[src/rtl/btree_internal_node_engine_unit_macros.svh]
// ----------------------------------------------------------------------------
// btree internal node engine - assertion macros
// shared property wrappers, clocked on clk and quiet while arst_n is low
// ----------------------------------------------------------------------------
`ifndef BTREE_INTERNAL_NODE_ENGINE_UNIT_MACROS_SVH
`define BTREE_INTERNAL_NODE_ENGINE_UNIT_MACROS_SVH

// consequent checked in the same cycle as the antecedent
`define BTINE_ASSERT_SAME(lbl, ante, cons, msg) \
	lbl: assert property (@(posedge clk) disable iff (!arst_n) (ante) |-> (cons)) \
		else $error(msg);

// consequent checked in the cycle after the antecedent
`define BTINE_ASSERT_NEXT(lbl, ante, cons, msg) \
	lbl: assert property (@(posedge clk) disable iff (!arst_n) (ante) |=> (cons)) \
		else $error(msg);

`endif

[src/rtl/btine_pkg.sv]
// ----------------------------------------------------------------------------
// btine_pkg
// types, codes and defaults shared by the b+ tree internal node engine
// ----------------------------------------------------------------------------
package btine_pkg;

	localparam int NODE_CAPACITY = 64;
	localparam int KEY_WIDTH_DEF = 32;

	localparam int ID_W   = 32;
	localparam int RAWK_W = 32;
	localparam int SLOT_W = 6;
	localparam int CNT_W  = 7;
	localparam int OP_W   = 3;
	localparam int STAT_W = 2;

	localparam logic [CNT_W-1:0] MAX_ENTRIES_RST = CNT_W'(64);

	typedef enum logic [OP_W-1:0] {
		OP_LOOKUP = 3'd0,
		OP_FIND   = 3'd1,
		OP_INSERT = 3'd2,
		OP_REMOVE = 3'd3,
		OP_ROOT   = 3'd4,
		OP_TAKE   = 3'd5
	} op_t;

	typedef enum logic [STAT_W-1:0] {
		ST_OK         = 2'd0,
		ST_NOT_FOUND  = 2'd1,
		ST_FULL       = 2'd2,
		ST_SLOT_RANGE = 2'd3
	} status_t;

	typedef struct packed {
		op_t                       op;
		logic signed [RAWK_W-1:0]  search_key;
		logic signed [ID_W-1:0]    child_id;
		logic signed [ID_W-1:0]    new_child_id;
		logic [SLOT_W-1:0]         slot;
	} cmd_t;

	typedef struct packed {
		logic signed [ID_W-1:0] child;
		logic [SLOT_W-1:0]      slot;
		logic [CNT_W-1:0]       count;
		status_t                status;
	} res_t;

endpackage

[src/rtl/btine_core.sv]
// ----------------------------------------------------------------------------
// btine_core
// node storage, sequencer and the shared compare unit; one entry per cycle
// ----------------------------------------------------------------------------
module btine_core #(
	parameter int KEY_WIDTH = btine_pkg::KEY_WIDTH_DEF
) (
	input  logic                          clk,
	input  logic                          arst_n,
	input  logic                          start,
	input  btine_pkg::cmd_t               cmd,
	input  logic [btine_pkg::CNT_W-1:0]   max_entries,
	input  logic                          res_ready,
	output logic                          idle,
	output logic                          done,
	output btine_pkg::res_t               res
);
	import btine_pkg::*;

	localparam int AW = (NODE_CAPACITY > 1) ? $clog2(NODE_CAPACITY) : 1;

	typedef enum logic [7:0] {
		S_IDLE  = 8'b0000_0001,
		S_SCAN  = 8'b0000_0010,
		S_SHIFT = 8'b0000_0100,
		S_PUT   = 8'b0000_1000,
		S_ROOT0 = 8'b0001_0000,
		S_ROOT1 = 8'b0010_0000,
		S_TAKE  = 8'b0100_0000,
		S_DONE  = 8'b1000_0000
	} state_t;

	// storage
	logic [KEY_WIDTH-1:0] key_mem   [NODE_CAPACITY];
	logic [ID_W-1:0]      child_mem [NODE_CAPACITY];
	logic [KEY_WIDTH-1:0] key_rd_s1;
	logic [ID_W-1:0]      child_rd_s1;

	// control
	state_t           state_q, state_d;
	logic [CNT_W-1:0] cnt_q, cnt_d;
	logic             rd_vld_s1, rd_vld_d;
	logic             issue_q, issue_d;

	// payload
	op_t                  op_q, op_d;
	logic [KEY_WIDTH-1:0] key_q, key_d;
	logic [ID_W-1:0]      cid_q, cid_d;
	logic [ID_W-1:0]      ncid_q, ncid_d;
	logic [CNT_W-1:0]     rd_idx_q, rd_idx_d;
	logic [CNT_W-1:0]     rd_at_s1, rd_at_d;
	logic [CNT_W-1:0]     last_idx_q, last_idx_d;
	logic [CNT_W-1:0]     pos_q, pos_d;
	logic [ID_W-1:0]      res_child_q, res_child_d;
	logic [SLOT_W-1:0]    res_slot_q, res_slot_d;
	status_t              res_status_q, res_status_d;

	logic [63:0]          key_ext;
	logic [KEY_WIDTH-1:0] key_in;
	logic                 key_ge;
	logic                 child_eq;
	logic                 hit;
	logic                 cap_full;
	logic [CNT_W-1:0]     slot_ext;
	logic [CNT_W-1:0]     slot_nxt;

	logic                 wr_en;
	logic [AW-1:0]        wr_addr;
	logic [KEY_WIDTH-1:0] wr_key;
	logic [ID_W-1:0]      wr_child;
	logic [AW-1:0]        rd_addr;

	assign key_ext  = {{32{cmd.search_key[RAWK_W-1]}}, cmd.search_key};
	assign key_in   = key_ext[KEY_WIDTH-1:0];
	assign slot_ext = CNT_W'(cmd.slot);
	assign slot_nxt = slot_ext + CNT_W'(1);

	// shared compare unit, fed from the registered read port
	assign key_ge   = $signed(key_q) >= $signed(key_rd_s1);
	assign child_eq = child_rd_s1 == cid_q;
	// slot 0 ends a lookup scan without a key compare
	assign hit      = (op_q == OP_LOOKUP) ? ((rd_at_s1 == '0) || key_ge) : child_eq;
	assign cap_full = (cnt_q >= max_entries) || (int'(cnt_q) >= NODE_CAPACITY);

	assign rd_addr = AW'(rd_idx_q);

	always_comb begin
		state_d      = state_q;
		cnt_d        = cnt_q;
		rd_vld_d     = 1'b0;
		issue_d      = issue_q;
		op_d         = op_q;
		key_d        = key_q;
		cid_d        = cid_q;
		ncid_d       = ncid_q;
		rd_idx_d     = rd_idx_q;
		rd_at_d      = rd_at_s1;
		last_idx_d   = last_idx_q;
		pos_d        = pos_q;
		res_child_d  = res_child_q;
		res_slot_d   = res_slot_q;
		res_status_d = res_status_q;
		wr_en        = 1'b0;
		wr_addr      = '0;
		wr_key       = key_q;
		wr_child     = ncid_q;

		case (state_q)
			S_IDLE: begin
				if (start) begin
					op_d         = cmd.op;
					key_d        = key_in;
					cid_d        = cmd.child_id;
					ncid_d       = cmd.new_child_id;
					res_child_d  = '0;
					res_slot_d   = '0;
					res_status_d = ST_OK;
					state_d      = S_DONE;
					case (cmd.op)
						OP_LOOKUP: begin
							if (cnt_q == '0) begin
								res_status_d = ST_NOT_FOUND;
							end else begin
								state_d  = S_SCAN;
								rd_idx_d = cnt_q - CNT_W'(1);
							end
						end
						OP_FIND, OP_INSERT: begin
							if (cnt_q == '0) begin
								res_status_d = ST_NOT_FOUND;
							end else begin
								state_d  = S_SCAN;
								rd_idx_d = '0;
							end
						end
						OP_REMOVE: begin
							if (slot_ext >= cnt_q) begin
								res_status_d = ST_SLOT_RANGE;
							end else if (slot_nxt < cnt_q) begin
								state_d    = S_SHIFT;
								issue_d    = 1'b1;
								rd_idx_d   = slot_nxt;
								last_idx_d = cnt_q - CNT_W'(1);
							end else begin
								cnt_d = cnt_q - CNT_W'(1);
							end
						end
						OP_ROOT: state_d = S_ROOT0;
						OP_TAKE: begin
							state_d  = S_TAKE;
							rd_idx_d = '0;
						end
						default: ;
					endcase
				end
			end
			S_SCAN: begin
				if (rd_vld_s1 && hit) begin
					state_d = S_DONE;
					case (op_q)
						OP_LOOKUP: res_child_d = child_rd_s1;
						OP_FIND:   res_slot_d  = rd_at_s1[SLOT_W-1:0];
						OP_INSERT: begin
							pos_d = rd_at_s1;
							if (cap_full) begin
								res_status_d = ST_FULL;
							end else if (rd_at_s1 + CNT_W'(1) < cnt_q) begin
								state_d    = S_SHIFT;
								issue_d    = 1'b1;
								rd_idx_d   = cnt_q - CNT_W'(1);
								last_idx_d = rd_at_s1 + CNT_W'(1);
							end else begin
								state_d = S_PUT;
							end
						end
						default: ;
					endcase
				end else if (rd_vld_s1 && (rd_at_s1 == cnt_q - CNT_W'(1))
						&& (op_q != OP_LOOKUP)) begin
					res_status_d = ST_NOT_FOUND;
					state_d      = S_DONE;
				end else begin
					// keep one read in flight ahead of the compare
					rd_vld_d = 1'b1;
					rd_at_d  = rd_idx_q;
					rd_idx_d = (op_q == OP_LOOKUP) ? rd_idx_q - CNT_W'(1)
						: rd_idx_q + CNT_W'(1);
				end
			end
			S_SHIFT: begin
				// insert walks down and writes one up, remove walks up and writes one down
				wr_en    = rd_vld_s1;
				wr_addr  = (op_q == OP_INSERT) ? AW'(rd_at_s1 + CNT_W'(1))
					: AW'(rd_at_s1 - CNT_W'(1));
				wr_key   = key_rd_s1;
				wr_child = child_rd_s1;
				if (issue_q) begin
					rd_vld_d = 1'b1;
					rd_at_d  = rd_idx_q;
					if (rd_idx_q == last_idx_q) begin
						issue_d = 1'b0;
					end else begin
						rd_idx_d = (op_q == OP_INSERT) ? rd_idx_q - CNT_W'(1)
							: rd_idx_q + CNT_W'(1);
					end
				end else if (!rd_vld_s1) begin
					if (op_q == OP_INSERT) begin
						state_d = S_PUT;
					end else begin
						cnt_d   = cnt_q - CNT_W'(1);
						state_d = S_DONE;
					end
				end
			end
			S_PUT: begin
				wr_en   = 1'b1;
				wr_addr = AW'(pos_q + CNT_W'(1));
				cnt_d   = cnt_q + CNT_W'(1);
				state_d = S_DONE;
			end
			S_ROOT0: begin
				wr_en    = 1'b1;
				wr_addr  = '0;
				wr_child = cid_q;
				state_d  = S_ROOT1;
			end
			S_ROOT1: begin
				wr_en   = 1'b1;
				wr_addr = AW'(1);
				cnt_d   = CNT_W'(2);
				state_d = S_DONE;
			end
			S_TAKE: begin
				if (!rd_vld_s1) begin
					rd_vld_d = 1'b1;
					rd_at_d  = rd_idx_q;
				end else begin
					res_child_d = child_rd_s1;
					cnt_d       = '0;
					state_d     = S_DONE;
				end
			end
			S_DONE: begin
				if (res_ready) begin
					state_d = S_IDLE;
				end
			end
			default: state_d = S_IDLE;
		endcase
	end

	always_ff @(posedge clk or negedge arst_n) begin
		if (!arst_n) begin
			state_q   <= S_IDLE;
			cnt_q     <= '0;
			rd_vld_s1 <= 1'b0;
			issue_q   <= 1'b0;
		end else begin
			state_q   <= state_d;
			cnt_q     <= cnt_d;
			rd_vld_s1 <= rd_vld_d;
			issue_q   <= issue_d;
		end
	end

	always_ff @(posedge clk) begin
		op_q         <= op_d;
		key_q        <= key_d;
		cid_q        <= cid_d;
		ncid_q       <= ncid_d;
		rd_idx_q     <= rd_idx_d;
		rd_at_s1     <= rd_at_d;
		last_idx_q   <= last_idx_d;
		pos_q        <= pos_d;
		res_child_q  <= res_child_d;
		res_slot_q   <= res_slot_d;
		res_status_q <= res_status_d;
	end

	always_ff @(posedge clk) begin
		if (wr_en) begin
			key_mem[wr_addr]   <= wr_key;
			child_mem[wr_addr] <= wr_child;
		end
		key_rd_s1   <= key_mem[rd_addr];
		child_rd_s1 <= child_mem[rd_addr];
	end

	assign idle       = state_q == S_IDLE;
	assign done       = (state_q == S_DONE) && res_ready;
	assign res.child  = res_child_q;
	assign res.slot   = res_slot_q;
	assign res.count  = cnt_q;
	assign res.status = res_status_q;

endmodule

[src/rtl/btree_internal_node_engine_unit.sv]
// ----------------------------------------------------------------------------
// btree_internal_node_engine_unit
// one b+ tree internal node: routing lookup, child search, insert and remove
// ----------------------------------------------------------------------------
// s_* takes one command item: s_tuser holds the op, s_tdata the key, ids and
// slot. m_* returns exactly one result item per command: child, slot and entry
// count in m_tdata, the status code in m_tuser. cfg_we/cfg_wdata set the
// max_entries limit (64 after reset); the user must write them only while the
// engine is idle; the block does not enforce it. One item is worked at a time
// and s_tready is low until its result has been handed to the output register.
// The node memory has one read and one write port, so scans and shifts move
// one entry per cycle. Lookup and find child scan the entries; insert runs the
// find scan, shifts the entries after the child up and writes the new entry;
// remove shifts the entries after the slot down; new root fills slots 0 and 1
// and take only child reads slot 0.
// The result sits in an output register; a stalled receiver holds it there and
// the engine finishes its next item into a wait state until the register frees.
// Reset empties the node (entry count zero) and clears both valids; the node
// memory itself is not cleared.
// ----------------------------------------------------------------------------
module btree_internal_node_engine_unit #(
	parameter int KEY_WIDTH = btine_pkg::KEY_WIDTH_DEF
) (
	input  logic         clk,
	input  logic         arst_n,
	input  logic         s_tvalid,
	output logic         s_tready,
	// search_key [31:0], child_id [63:32], new_child_id [95:64], slot [101:96]
	input  logic [103:0] s_tdata,
	// op [2:0]
	input  logic [2:0]   s_tuser,
	output logic         m_tvalid,
	input  logic         m_tready,
	// child_out [31:0], slot_out [37:32], count_out [44:38]
	output logic [47:0]  m_tdata,
	// status [1:0]
	output logic [1:0]   m_tuser,
	input  logic         cfg_we,
	input  logic [6:0]   cfg_wdata
);
	import btine_pkg::*;

	`include "btree_internal_node_engine_unit_macros.svh"

	cmd_t             cmd;
	res_t             res;
	logic             core_idle;
	logic             core_done;
	logic             res_ready;
	logic             start;
	logic [CNT_W-1:0] max_entries_q;
	logic             m_tvalid_q;
	logic [47:0]      m_tdata_q;
	logic [1:0]       m_tuser_q;

	assign cmd.op           = op_t'(s_tuser[OP_W-1:0]);
	assign cmd.search_key   = s_tdata[31:0];
	assign cmd.child_id     = s_tdata[63:32];
	assign cmd.new_child_id = s_tdata[95:64];
	assign cmd.slot         = s_tdata[101:96];

	assign s_tready  = core_idle;
	assign start     = s_tvalid && core_idle;
	assign res_ready = !m_tvalid_q || m_tready;

	btine_core #(
		.KEY_WIDTH(KEY_WIDTH)
	) u_core (
		.clk        (clk),
		.arst_n     (arst_n),
		.start      (start),
		.cmd        (cmd),
		.max_entries(max_entries_q),
		.res_ready  (res_ready),
		.idle       (core_idle),
		.done       (core_done),
		.res        (res)
	);

	always_ff @(posedge clk or negedge arst_n) begin
		if (!arst_n) begin
			max_entries_q <= MAX_ENTRIES_RST;
		end else if (cfg_we) begin
			max_entries_q <= cfg_wdata;
		end
	end

	always_ff @(posedge clk or negedge arst_n) begin
		if (!arst_n) begin
			m_tvalid_q <= 1'b0;
		end else if (core_done) begin
			m_tvalid_q <= 1'b1;
		end else if (m_tready) begin
			m_tvalid_q <= 1'b0;
		end
	end

	always_ff @(posedge clk) begin
		if (core_done) begin
			m_tdata_q <= {3'b000, res.count, res.slot, res.child};
			m_tuser_q <= res.status;
		end
	end

	assign m_tvalid = m_tvalid_q;
	assign m_tdata  = m_tdata_q;
	assign m_tuser  = m_tuser_q;

	`BTINE_ASSERT_NEXT(a_busy_after_accept, s_tvalid && s_tready, !s_tready,
		"engine still ready after taking an item")
	`BTINE_ASSERT_SAME(a_count_in_capacity, m_tvalid, int'(m_tdata[44:38]) <= NODE_CAPACITY,
		"entry count beyond node capacity")
	`BTINE_ASSERT_SAME(a_miss_has_no_payload, m_tvalid && (m_tuser == ST_NOT_FOUND),
		(m_tdata[31:0] == '0) && (m_tdata[37:32] == '0),
		"missing child result carries a child or slot")

endmodule
[config.mk]
export PLATFORM = sky130hd
export DESIGN_NAME = btree_internal_node_engine_unit
export DESIGN_NICKNAME = d
export VERILOG_FILES = /design/src/rtl/btine_pkg.sv /design/src/rtl/btine_core.sv /design/src/rtl/btree_internal_node_engine_unit.sv
export VERILOG_INCLUDE_DIRS = /design/src /design/src/rtl
export SDC_FILE = /design/constraint.sdc
export NUM_CORES = 2
export LEC_CHECK = 0
export BUFFER_PORTS_ARGS = -buffer_cell sky130_fd_sc_hd__buf_2
export CORE_UTILIZATION = 50
export CTS_CLUSTER_SIZE = 8
export DETAILED_ROUTE_END_ITERATION = 8
export GPL_TIMING_DRIVEN = 0
export PLACE_DENSITY = 0.76
export RECOVER_POWER = 25
export REMOVE_ABC_BUFFERS = 1
export SLEW_MARGIN = 20
export SYNTH_ARGS = -nofsm -noshare
export SYNTH_HDL_FRONTEND = slang
export SYNTH_SLANG_ARGS = --single-unit
[constraint.sdc]
create_clock -name clk -period 6.05 [get_ports clk]
set_clock_uncertainty 0.2 [all_clocks]
set_input_delay 0.3025 -clock clk [delete_from_list [all_inputs] [get_ports clk]]
set_output_delay 0.3025 -clock clk [all_outputs]
set_load 0.01 [all_outputs]
==> metrics.md <==
| Metric | Value |
|---|---|
| Status | finished with violations |
| Failing checks | max-capacitance violations, max-slew violations, negative setup slack |
| Die width | around 600 um |
| Hold slack | ~0.14 ns |
| Crit. End Element | flop |
| Main synth FF type | edfxtp_1 |
| Starting Density | 0.504 |
| Detailed Routing Iterations Pass 1 | 9 |
| Post-CTS setup buffer count | 0 |
| Initial antenna violation count | 18 |
| I/O pin cnt | 171 |
| Final period utilization | 1.01 |
| Die area | 343,000 um^2 |
| CTS Root Cell | clkbuf_16 |
| Routed Antenna Nets | 0 |
| Post-synth EDFFs | 4,309 |
| Synthesized area | 170,000 um^2 |
| Largest net degree at the start of global routing | 65 |
| Vias per Instance | between 7 and 8 |
| Hold Vio Cnt, Final | 0 |
| Final min period | 6.11 ns |
| Fin util | 0.619 |
| FF+latch count, synth | 4,398 |
| Chip height | 586 um |
| Htree depth | 6 |
| Nets | 9,659 |
| DRC viols | 0 |
| Final setup fails | 120 |
| Seq. cell area | 131,000 um^2 |
| Critical path type | reg2reg |
| Synth area leaders | edfxtp_1, mux4_2, mux2i_1 |
| Fillers | about 21,000 |
| Multi-input gate area | 37,300 um^2 |
| First-pass GRT wire length | about 800,000 um |
| Syn_area_per_cell | a little over 20 um^2 |
| RSZ-0062 raised after global routing | false |
| Peak Freq | 164 MHz |
| Area leader, netlist | edfxtp_1 |
| CTS sink cnt | approximately 4,400 |
| Cells after Synth | 8,211 |
| Routability cong. | approximately 0.85 |
| Vias in the first global route | 103,300 |
| Grt total ovfl | 0 |
| Port bufs | roughly 170 |
| Layout cells sized above 1 | 0.251 |
| GR Util All Layers | 0.335 |
| Yosys warning count | 0 |
| Via count | 103,290 |
| CTS tree | built |
| Area share of the largest cell type after synthesis | 0.760 |
| CTS buffer count | 624 |
| Detail Placement HPWL | 333,000 um |
| Met3 usage | 0.130 |
| Asr flop ratio synth | 0.00568 |
| CP Data Arrival Time | about 6.6 ns |
| Tightest Pin Transition | 2.93 ns |
| Place WS | 0.408 ns |
| Pleak | between 60 and 70 nW |
| TNS Setup | -2.42 ns |
| Core ar. | around 340,000 um^2 |
| HP Class | in2reg |
| Clk buf depth | 4 |
| Final total power | between 90 and 100 mW |
| Met1 Track Usage GR | 0.415 |
| PostCTS Resize Cnt | 0 |
| Worst-Skew Late Latency | 0.97 ns |
| Max-slew violations | 752 |
| Met2 usage | 0.489 |
| Clock-pin slew on the worst setup and hold paths | 0.05 ns |
| Sequential share of the synthesized area | 0.771 |
| Relative slew slack | -0.976 |
| Layout area overhead | 22.7% |
| Worst EP required | 6.49 ns |
| Pwr/cell area | ~470 nW/um^2 |
| DR iter-0 viols | 20,768 |
| Final Worst Setup Slack | -0.0622 ns |
| Max cap viols | 30 |
| Peak VDD IR | 0.000453 V |
| CP Max Fanout | 13 |
| Critical Path Source Type | flop |
| Synth cell types | 85 |
| Hold_buf cts | 234 |
| Final WL | just under 600,000 um |
| Num rows | 213 |
| Routed len/inst | 40.7 um |
| GRT Max-Usage Layer | met2 |
-- per-stage QoR --
step,cell area (um^2),instances
3_5_place_dp,190000,13126
5_1_grt,209000,14257
2_1_floorplan,168000,7745
6_report,209000,14271
4_1_cts,210000,14254
3_3_place_gp,175000,12425
-- cell families after synthesis --
logic type                 share of synthesized area
DFF                                            0.771
muxes                                          0.147
AOI/OAI and AO/OA                             0.0391
and+or+nand+nor                               0.0190
buffers and inverters                         0.0146
xor gates and xnor gates                     0.00417
adders and majority gates                    0.00500
other                                      0.0000220
-- per-layer routing --
metal / wire, um / part of all wire
met4: 47800 / 0.082
met2: 252000 / 0.43
met1: 181000 / 0.31
met5: 249 / 0.00043
met3: 99500 / 0.17
-- worst paths after layout --
kind,start,end,slack (ns),cells past startpoint
worst max register to register,u_core.state_q[1],u_core.key_mem[51][8],-0.06,10
max in group asynchronous,arst_n,u_core.state_q[1],3.93,4
worst max-delay path,u_core.state_q[1],u_core.key_mem[51][8],-0.06,10
worst min-delay path,s_tdata[101],u_core.rd_idx_q[6],0.14,6
worst min register to register,u_core.res_child_q[1],m_tdata[1],0.20,0
min in group asynchronous,arst_n,max_entries_q[6],0.40,3
-- where the power goes --
group	switching (mW)	leakage, nW	internal (mW)
registers	0.763	39.6	37.7
clock network	13.0	8.40	19.4
logic	17.2	20.6	11.1
total	30.9	68.6	68.1
-- synth_stat cells, types with 11 or more instances --
cell type  instances
buf_4             89
a22oi_1           42
edfxtp_1        4309
a21o_1            21
a311oi_1          18
xnor2_1           29
nand2_1          296
and2_1            56
a31oi_1           44
nand3_1           50
o22a_1            11
xor2_1            52
clkbuf_1         236
o211ai_1          18
dfxtp_1           64
nand4_1           13
ha_1              68
dfrtp_1           23
a211oi_1          23
o22ai_1          118
buf_1             49
nor2_1           199
buf_2             89
o221ai_1         211
inv_1             60
o21ai_0          163
mux4_2           846
a21oi_1          217
mux2i_1          590
nor3_1            24
a311o_1           14
and3_1            12
-- cell type report --
cell class,count,area share
Timing Repair Buffer,1101,0.0815
Clock buffer,873,0.0819
Sequential cell,4398,0.628
Inverter,64,0.00128
Tap cell,4515,0.0270
Clock inverter,21,0.00129
Antenna cell,16,0.000192
Multi-Input combinational cell,3283,0.178
-- cells in the final DEF (no fill, tap or decap), types with 12 or more instances in the layout --
master            n
nand2_2          18
o221ai_1        211
nor2_4           64
buf_2            99
a311oi_1         18
a31oi_1          44
clkbuf_16       650
o22ai_1         118
dfxtp_1          64
nor3_1           22
mux4_2          846
o21ai_0         144
buf_12          226
dfrtp_1          23
nand4_1          13
buf_8           207
a21o_1           21
a311o_1          14
and2_0           23
clkbuf_1        315
buf_16          219
diode_2          16
o21ai_1          12
xnor2_1          29
xor2_1           40
inv_1            59
edfxtp_1       4309
nand3_1          50
o211ai_1         18
nand2_1         270
and3_1           12
and2_1           33
a21oi_1         217
dlygate4sd3_1   233
a22oi_1          42
ha_1             68
mux2i_1         590
xor2_2           12
nor2_1          135
a211oi_1         23
-- state kept, by name, indices dropped and copies added (netlist names), 7 cells and up --
register,flops
u_core.last_idx_q,7
u_core.ncid_q,32
u_core.key_mem,2048
u_core.cnt_q,7
u_core.child_mem,2048
m_tdata,45
u_core.key_q,32
u_core.cid_q,32
u_core.key_rd_s1,32
u_core.state_q,8
u_core.child_rd_s1,32
u_core.rd_idx_q,7
u_core.rd_at_s1,7
max_entries_q,7
u_core.res_child_q,32
-- critical path: stages (launching register included) --
cell      delay [ns]
dfrtp_1         0.46
or4_4           0.58
nor3_2          0.20
nand3b_1        0.24
clkbuf_1        0.54
o221ai_1        0.85
nand3_1         0.91
nor2_4          1.02
buf_12          0.31
buf_12          0.22
buf_16          0.20
Power figures use the tool's default switching activity.
